## config.mk

```make
export PLATFORM = sky130hd
export DESIGN_NAME = mvna_unit
export DESIGN_NICKNAME = d
export VERILOG_FILES = /design/src/rtl/mvna_pkg.sv /design/src/rtl/mvna_unit.sv
export SDC_FILE = /design/constraint.sdc
export NUM_CORES = 2
export LEC_CHECK = 0
export BUFFER_PORTS_ARGS = -buffer_cell sky130_fd_sc_hd__buf_4
export CAP_MARGIN = 20
export CELL_PAD_IN_SITES_DETAIL_PLACEMENT = 0
export CELL_PAD_IN_SITES_GLOBAL_PLACEMENT = 1
export CORE_MARGIN = 2
export CORE_UTILIZATION = 40
export DETAILED_ROUTE_END_ITERATION = 16
export PLACE_DENSITY_LB_ADDON = 0.1
export SLEW_MARGIN = 30
export SYNTH_ARGS = -nofsm -noshare
export SYNTH_HDL_FRONTEND = slang
export SYNTH_SLANG_ARGS = --single-unit
export TNS_END_PERCENT = 1
```

## constraint.sdc

```tcl
create_clock -name clk -period 21.5 [get_ports clk]
set_input_delay 2.15 -clock clk [delete_from_list [all_inputs] [get_ports clk]]
set_output_delay 2.15 -clock clk [all_outputs]
set_load 0.005 [all_outputs]
```

## src/rtl/mvna_pkg.sv

```systemverilog
// Shared types and constants of the mesh vertex normal accumulator.
// Used by every module of the block; depends on nothing.

package mvna_pkg;

  localparam int MAX_POINTS = 65536;
  localparam int ADDR_W     = $clog2(MAX_POINTS);
  localparam int IDX_W      = 16;
  localparam int COORD_W    = 24;
  localparam int SUM_W      = 24;
  localparam int NORM_W     = 16;
  localparam int VEC_W      = 2 * (COORD_W + 1) + 2;
  localparam int ONE_Q14    = 16384;
  localparam int Q_DEPTH    = 2;
  localparam int QPTR_W     = 1;

  typedef enum logic [1:0] {
    OP_WRITE_POINT  = 2'd0,
    OP_ADD_TRIANGLE = 2'd1,
    OP_READ_NORMAL  = 2'd2,
    OP_UNUSED       = 2'd3
  } op_t;

  typedef struct packed {
    op_t                        op;
    logic                       idx_ok;
    logic [ADDR_W-1:0]          a;
    logic [ADDR_W-1:0]          b;
    logic [ADDR_W-1:0]          c;
    logic signed [COORD_W-1:0]  x;
    logic signed [COORD_W-1:0]  y;
    logic signed [COORD_W-1:0]  z;
  } cmd_t;

  typedef struct packed {
    logic valid;
    cmd_t cmd;
  } head_t;

  typedef struct packed {
    logic pop;
    logic clearing;
  } back_stat_t;

  typedef struct packed {
    logic                     start;
    logic signed [VEC_W-1:0]  vx;
    logic signed [VEC_W-1:0]  vy;
    logic signed [VEC_W-1:0]  vz;
  } unit_req_t;

  typedef struct packed {
    logic                      done;
    logic                      zero;
    logic signed [NORM_W-1:0]  nx;
    logic signed [NORM_W-1:0]  ny;
    logic signed [NORM_W-1:0]  nz;
  } unit_rsp_t;

endpackage

```

## src/rtl/mvna_unit.sv

```systemverilog
// Shared normalizing unit: scales a vector to unit length in Q1.14 with a
// bit-serial square root and restoring divides. Depends on mvna_pkg.

module mvna_unit (
  input  logic                clk,
  input  logic                rst,
  input  mvna_pkg::unit_req_t req,
  output mvna_pkg::unit_rsp_t rsp
);

  localparam int MW = mvna_pkg::VEC_W;

  typedef enum logic [2:0] {
    U_IDLE,
    U_SHIFT,
    U_SQ,
    U_SQRT,
    U_DIV
  } ustate_t;

  ustate_t                          state;
  logic [MW-1:0]                    mag [3];
  logic                             neg [3];
  logic [MW-1:0]                    top;
  logic [61:0]                      acc;
  logic [59:0]                      sq;
  logic [61:0]                      rad;
  logic [62:0]                      root;
  logic [62:0]                      bitw;
  logic [31:0]                      dvs;
  logic [31:0]                      rem;
  logic [13:0]                      quo;
  logic [1:0]                       k;
  logic [3:0]                       cnt;
  logic signed [mvna_pkg::NORM_W-1:0] res [3];
  logic                             zero;
  logic                             done;

  logic signed [MW-1:0] in_v [3];
  logic [MW-1:0]        in_mag [3];
  logic [MW-1:0]        in_top;
  logic [29:0]          sq_sel;
  logic [62:0]          trial;
  logic                 ge_root;
  logic [62:0]          root_next;
  logic                 ge_div;
  logic [31:0]          rem_sub;
  logic [14:0]          q_full;
  logic [14:0]          q_cap;
  logic [15:0]          q_pos;
  logic [15:0]          q_out;
  logic [MW-1:0]        next_mag;

  always_comb begin
    in_v[0] = req.vx;
    in_v[1] = req.vy;
    in_v[2] = req.vz;
    for (int i = 0; i < 3; i++) begin
      in_mag[i] = in_v[i][MW-1] ? MW'(-in_v[i]) : MW'(in_v[i]);
    end
    in_top = (in_mag[0] > in_mag[1]) ? in_mag[0] : in_mag[1];
    if (in_mag[2] > in_top) begin
      in_top = in_mag[2];
    end
  end

  always_comb begin
    case (cnt)
      4'd0:    sq_sel = mag[0][29:0];
      4'd1:    sq_sel = mag[1][29:0];
      default: sq_sel = mag[2][29:0];
    endcase
    case (k)
      2'd0:    next_mag = mag[1];
      default: next_mag = mag[2];
    endcase
  end

  assign trial     = root + bitw;
  assign ge_root   = {1'b0, rad} >= trial;
  assign root_next = ge_root ? ((root >> 1) + bitw) : (root >> 1);

  assign ge_div  = rem >= dvs;
  assign rem_sub = ge_div ? (rem - dvs) : rem;
  assign q_full  = {quo, ge_div};
  assign q_cap   = (q_full > 15'(mvna_pkg::ONE_Q14)) ? 15'(mvna_pkg::ONE_Q14) : q_full;
  assign q_pos   = {1'b0, q_cap};
  assign q_out   = neg[k] ? (16'd0 - q_pos) : q_pos;

  always_ff @(posedge clk) begin
    if (rst) begin
      state <= U_IDLE;
      done  <= 1'b0;
    end else begin
      done <= 1'b0;
      case (state)
        U_IDLE: begin
          if (req.start) begin
            for (int i = 0; i < 3; i++) begin
              mag[i] <= in_mag[i];
              neg[i] <= in_v[i][MW-1];
            end
            top   <= in_top;
            state <= U_SHIFT;
          end
        end
        U_SHIFT: begin
          // One bit a cycle until the largest magnitude sits in [2^29, 2^30).
          if (top == '0) begin
            zero  <= 1'b1;
            for (int i = 0; i < 3; i++) begin
              res[i] <= '0;
            end
            done  <= 1'b1;
            state <= U_IDLE;
          end else if (top >= (MW'(1) << 30)) begin
            for (int i = 0; i < 3; i++) begin
              mag[i] <= mag[i] >> 1;
            end
            top <= top >> 1;
          end else if (top < (MW'(1) << 29)) begin
            for (int i = 0; i < 3; i++) begin
              mag[i] <= mag[i] << 1;
            end
            top <= top << 1;
          end else begin
            acc   <= '0;
            cnt   <= '0;
            state <= U_SQ;
          end
        end
        U_SQ: begin
          if (cnt == 4'd3) begin
            rad   <= acc + 62'(sq);
            root  <= '0;
            bitw  <= 63'(1) << 62;
            state <= U_SQRT;
          end else begin
            if (cnt != 4'd0) begin
              acc <= acc + 62'(sq);
            end
            sq <= 60'(sq_sel) * 60'(sq_sel);
          end
          cnt <= cnt + 1'b1;
        end
        U_SQRT: begin
          if (ge_root) begin
            rad <= rad - trial[61:0];
          end
          root <= root_next;
          bitw <= bitw >> 2;
          if (bitw[0]) begin
            dvs   <= root_next[31:0];
            rem   <= mag[0][31:0];
            quo   <= '0;
            cnt   <= '0;
            k     <= '0;
            zero  <= 1'b0;
            state <= U_DIV;
          end
        end
        U_DIV: begin
          if (cnt == 4'd14) begin
            res[k] <= q_out;
            cnt    <= '0;
            quo    <= '0;
            if (k == 2'd2) begin
              done  <= 1'b1;
              state <= U_IDLE;
            end else begin
              k   <= k + 1'b1;
              rem <= next_mag[31:0];
            end
          end else begin
            rem <= {rem_sub[30:0], 1'b0};
            quo <= q_full[13:0];
            cnt <= cnt + 1'b1;
          end
        end
        default: state <= U_IDLE;
      endcase
    end
  end

  assign rsp.done = done;
  assign rsp.zero = zero;
  assign rsp.nx   = res[0];
  assign rsp.ny   = res[1];
  assign rsp.nz   = res[2];

endmodule

```

### Word level (Yosys, flattened, before mapping)

Memories as Yosys holds them, arrays and structs flattened. A register that Yosys moved wholly into a read port is not among the register bits.
Index checks and enable logic that the tools add are counted.

* bits in registers: 451
* RAM bits: 207
* bits of input ports: 159
* output and inout bits: 50
* logic and storage cells: 187
* memories: 3

* $add $sub $neg: 11
* $mul: 1
* magnitude comparators: 7
* eq/ne operators: 25
* mux-type cells: 94
* bitwise operators: 8
* reduce and logical (&&, ||, !) cells: 24

Memory list
* mag: depth 3, bits a word 52, read ports 3, clocked after Yosys merged registers in 0, wr ports 3, line mvna_unit.sv:22 `logic [MW-1:0] mag [3];`
* res: depth 3, bits a word 16, read ports 3, clocked after Yosys merged registers in 0, wr ports 3, line mvna_unit.sv:35 `logic signed [mvna_pkg::NORM_W-1:0] res [3];`
* neg: depth 3, bits a word 1, read ports 1, clocked after Yosys merged registers in 1, wr ports 3, line mvna_unit.sv:23 `logic neg [3];`

Operators by type and width (number)
* two-way mux 52 bit: 15
* two-way mux 62 bit: 7
* case mux 63 bit (2 select lines): 2
* case mux 62 bit (2 select lines): 2
* two-way mux 63 bit: 3
* negator 52 bit: 3
* two-way mux 32 bit: 4
* greater-than comparator 52 bit: 2
* case mux 52 bit (2 select lines): 1
* case mux 32 bit (2 select lines): 1
* adder 62 x 63 -> 63 bit: 1
* adder 63 bit: 1
* >= comparator 62 x 63 -> 1 bit: 1
* adder 62 x 60 -> 62 bit: 1
* subtractor 62 bit: 1
* multiplier 30 x 30 -> 60 bit: 1
* case mux 30 bit (2 select lines): 1
* >= comparator 52 x 31 -> 1 bit, second input constant: 1
* logical NOT 52 bit: 1
* less-than comparator 52 x 30 -> 1 bit, second input constant: 1
* >= comparator 32 bit: 1
* two-way mux 16 bit: 2
* two-way mux 31 bit: 1
* subtractor 31 bit: 1
* other kinds (37): 115

### Longest topological paths before layout

* word-level depth: 8
* mapped depth: 41
* gate-level depth less buffers: 37

### Worst setup path after synthesis

No wires, ideal clock.

* kind: input to register
* start point: in rst
* end point: reg rad[0], enable pin
* setup time: 0.576 ns
* arrival time: 13.648 ns
* data required time: 20.924 ns
* setup slack: 7.275 ns
* cell stages on the path: 3
* path buffers: 1
* cells stage by stage: clkbuf_1 nor3_1 a21boi_0

* longest elaborated chain between the ends: 2

Ends and longest elaborated chain
* start, declared: line mvna_unit.sv:6 `input logic rst,`
* NOT 1 bit (no source line)
* AND reduction 4 bit (no source line)
* end signal, assigned: line mvna_unit.sv:134 `rad <= acc + 62'(sq);`
* end signal, assigned: line mvna_unit.sv:148 `rad <= rad - trial[61:0];`
* end, declared: line mvna_unit.sv:27 `logic [61:0] rad;`

Every way passes these cells.
A chain may end at the register's enable or synchronous reset.

### Worst setup path after layout

* start point: reg cnt[0]
* end point: reg sq[59], data pin

* longest elaborated chain between the ends: 3
* elaborated cells on any way between the ends: 4
* those cells by class: mul (1); eq/ne (1); mux (1); reduce/logical (1)

Ends and longest elaborated chain
* start, declared: line mvna_unit.sv:34 `logic [3:0] cnt;`
* start signal, assigned: line mvna_unit.sv:144 `cnt <= cnt + 1'b1;`
* start signal, assigned: line mvna_unit.sv:177 `cnt <= cnt + 1'b1;`
* == test 4 x 1 -> 1 bit or logical NOT 4 bit (tied branches): line mvna_unit.sv:68 `case (cnt)`
* case mux 30 bit (2 select lines) *: line mvna_unit.sv:68
* multiplier 30 x 30 -> 60 bit *: line mvna_unit.sv:142 `sq <= 60'(sq_sel) * 60'(sq_sel);`
* end signal, assigned: line mvna_unit.sv:142
* end, declared: line mvna_unit.sv:26 `logic [59:0] sq;`

Mark *: on every way between the ends. The rest lies on a longest branch, timed or not.

==> run metrics <==
outcome completed; Worst-Margin Slew between 1000 and 1500 ps; total CTS buffers 80; crit-path most repeated cell fa_1; std cell rows approximately 160; Root Buffer Master clkbuf_16; total grt overflow 0; share of async-settable or async-resettable flops after synthesis 0%; Die Span Y approximately 430 µm; H-tree depth 3; Critical Path RT roughly 22000 ps; largest net degree at the start of global routing 111; GR peak layer met2; Multi-input gate area 48670 µm²; Bufs on Longest Clock Path 3; Clk Latency, worst-skew pair ~710 ps; first-pass GRT wire length 371.9 mm; Netlist cell types 85; CTS tree done; post-DR wirelength/cell 23.50 µm; max_cap viols 0; Rel. slew slack 31.00%; Reg2Reg Setup Slack 9320 ps; CTS Hold Bufs 0; reg2reg path depth 37; Post-Route WL ~250 mm; vias about 58000; Final Cycle Share 56.67%; worst hold start mag[0][50]$_DFFE_PP_; FF-to-FF Start cnt[0]$_DFFE_PP_; TNS Setup 0 ps; Slew Limit Fails 0; Slowest cell on crit path a221o_1; crit-path max FO 35; DRT Pass-1 Iters 6; Main synth FF type edfxtp_1; number of post-CTS setup repair buffers 0; Total GRT Usage around a quarter; flops & latches, synth 628; Critical Path Source Type flop; vias in the first global route slightly below 60000; Clock Pin Slew Worst Setup and Hold Paths ~60 ps; Syn-to-layout area delta 10.15%; DIE WIDTH 429.7 µm; crit path DAT roughly 13000 ps; Placeable Area roughly 180000 µm²; final setup vio count 0; Max Freq about 0.08 GHz; share of cells above drive strength 1 7.193%; GR Util met3 ~4%; Setup crit start cnt[0]$_DFFE_PP_; DRT iter0 DRCs 4137; met1 usage 34.71%; Buffers on Ports 208; RSZ-0062 raised after global routing no; Warnings, synthesis 0; crit path kind reg -> reg; number of gates resized after cts 0; DRC 0; WHS Endpoint mag[0][51]$_DFFE_PP_; via density per instance between 5 and 6; EDFF count, synth 622; hpwl dp 194.2 mm; Cell Area, Synth 72480 µm²; Mapped Nets 9359; grt met2 use 44.49%; mean post-synth cell area 9.171 µm²; Hold Fails Final Rpt 0; Crit Reg-Reg Endpoint sq[59]$_DFFE_PP_; Worst Skew 28.63 ps; initial antenna violation count 12; Placer Congestion about 0.9; FILL cells 17910; Mapped Cells 7903; IO Pins 209; Starting Density 40.19%; ANT nets after route 0; Net count, final 9457; HP Class reg -> reg; delay of the slowest critical-path stage between 700 and 800 ps; Worst Hold Path Cells 2; full die area 184600 µm²; Register Area 18800 µm²; sequential-to-total area share from yosys stat 25.94%; CP Capture Type flop; CTS sink cnt between 600 and 700; Tmin final 12180 ps
cell usage after synthesis (52+ instances only):
cell	n	share of area (%)
a211oi_1	52	0.54
nand2b_1	57	0.49
nor3_1	69	0.48
and3_1	57	0.49
fa_1	708	20
xnor2_1	237	2.9
a31oi_1	98	0.85
mux2i_1	145	2.0
nand3_1	85	0.59
nor2_1	754	3.9
nand4_1	82	0.71
a21oi_1	474	3.3
edfxtp_1	622	26
xor2_1	233	2.8
or3_1	54	0.47
nor2b_1	71	0.61
clkbuf_1	281	1.5
inv_1	1088	5.6
a21o_1	166	1.7
o31ai_1	74	0.77
o21ai_0	438	3.0
and2_1	168	1.5
ha_1	589	10
nand2_1	715	3.7
cell families (layout without fill, tap and decap cells):
group | Yosys count | count (layout) | synth area share, %
XOR/XNOR | 470 | 470 | 5.679
AO/OA/AOI/OAI | 1662 | 1662 | 14.37
AND/OR/NAND/NOR | 2239 | 2239 | 14.18
adder cells (fa/ha/maj) | 1297 | 1297 | 29.72
multiplexers | 195 | 195 | 2.784
other | 0 | 6 | 0
flip-flops | 628 | 628 | 25.94
buffers and inverters | 1412 | 1572 | 7.330
sequential cells by signal (all words and copies together) (netlist names), named ones only:
signal  count
res        48
quo        14
mag       156
zero        1
dvs        32
top        52
rem        32
k           2
neg         3
state       3
cnt         4
root       63
rad        62
bitw       32
acc        62
sq         59
done        1
placed cells by master, fill, tap and decap left out, types with 70 or more instances in the layout:
cell	instances
xor2_1	233
mux2i_1	145
o31ai_1	74
and2_1	166
edfxtp_1	622
clkbuf_16	81
nor2_1	750
buf_4	322
ha_1	588
inv_1	1087
a21oi_1	474
fa_1	708
a21o_1	166
xnor2_1	237
a31oi_1	98
nand2_1	715
nand4_1	82
nand3_1	84
nor2b_1	70
o21ai_0	438
cell type report:
type	instances	share of cell area [%]
Multi-Input combinational cell	5863	60.96
Sequential cell	628	23.54
Inverter	1101	5.176
Tap cell	2370	3.714
Timing Repair Buffer	327	3.141
Clock buffer	93	2.595
Clock inverter	51	0.8478
Antenna cell	6	0.01881
worst max-delay path: cells and delay by family (launching register included):
| kind | cells | cell delay [ps] |
|---|---|---|
| compound gates | 10 | 3550 |
| fa+ha+maj | 10 | 4620 |
| buf+inv | 11 | 1520 |
| flops | 1 | 420 |
| simple gates | 6 | 1710 |
stage by stage:
stage / utilization (%) / hold WS, ps / area [µm²] / instances / worst slack (ps)
floorplan: - / 504.2 / 72480 / 7903 / 7275
global placement: 42.69 / 541.2 / 77000 / 10290 / 9569
detailed placement: 42.72 / 552.5 / 77040 / 10290 / 9419
CTS: 44.24 / 559.2 / 79790 / 10430 / 9377
global route: 44.26 / 581.0 / 79820 / 10430 / 8621
finish: 44.27 / 552.1 / 79840 / 10440 / 9317
layer usage:
layer	share of wire [%]	wire [µm]
met1	43	106200
met2	48	117100
met3	5.1	12610
met4	3.8	9415
met5	0.0053	13
how the worst max path moves through the flow:
stage / end / slack, ps
after floorplan: rad[0]$_DFFE_PP_ / 7280
after global placement: top[13]$_DFFE_PP_ / 9570
after detailed placement: sq[59]$_DFFE_PP_ / 9420
after CTS: sq[59]$_DFFE_PP_ / 9380
after global routing: sq[59]$_DFFE_PP_ / 8620
final: sq[59]$_DFFE_PP_ / 9320
Power is left out: the tool's default activity adds up to more than one toggle a clock period on the data nets, which glitch-free logic cannot reach.
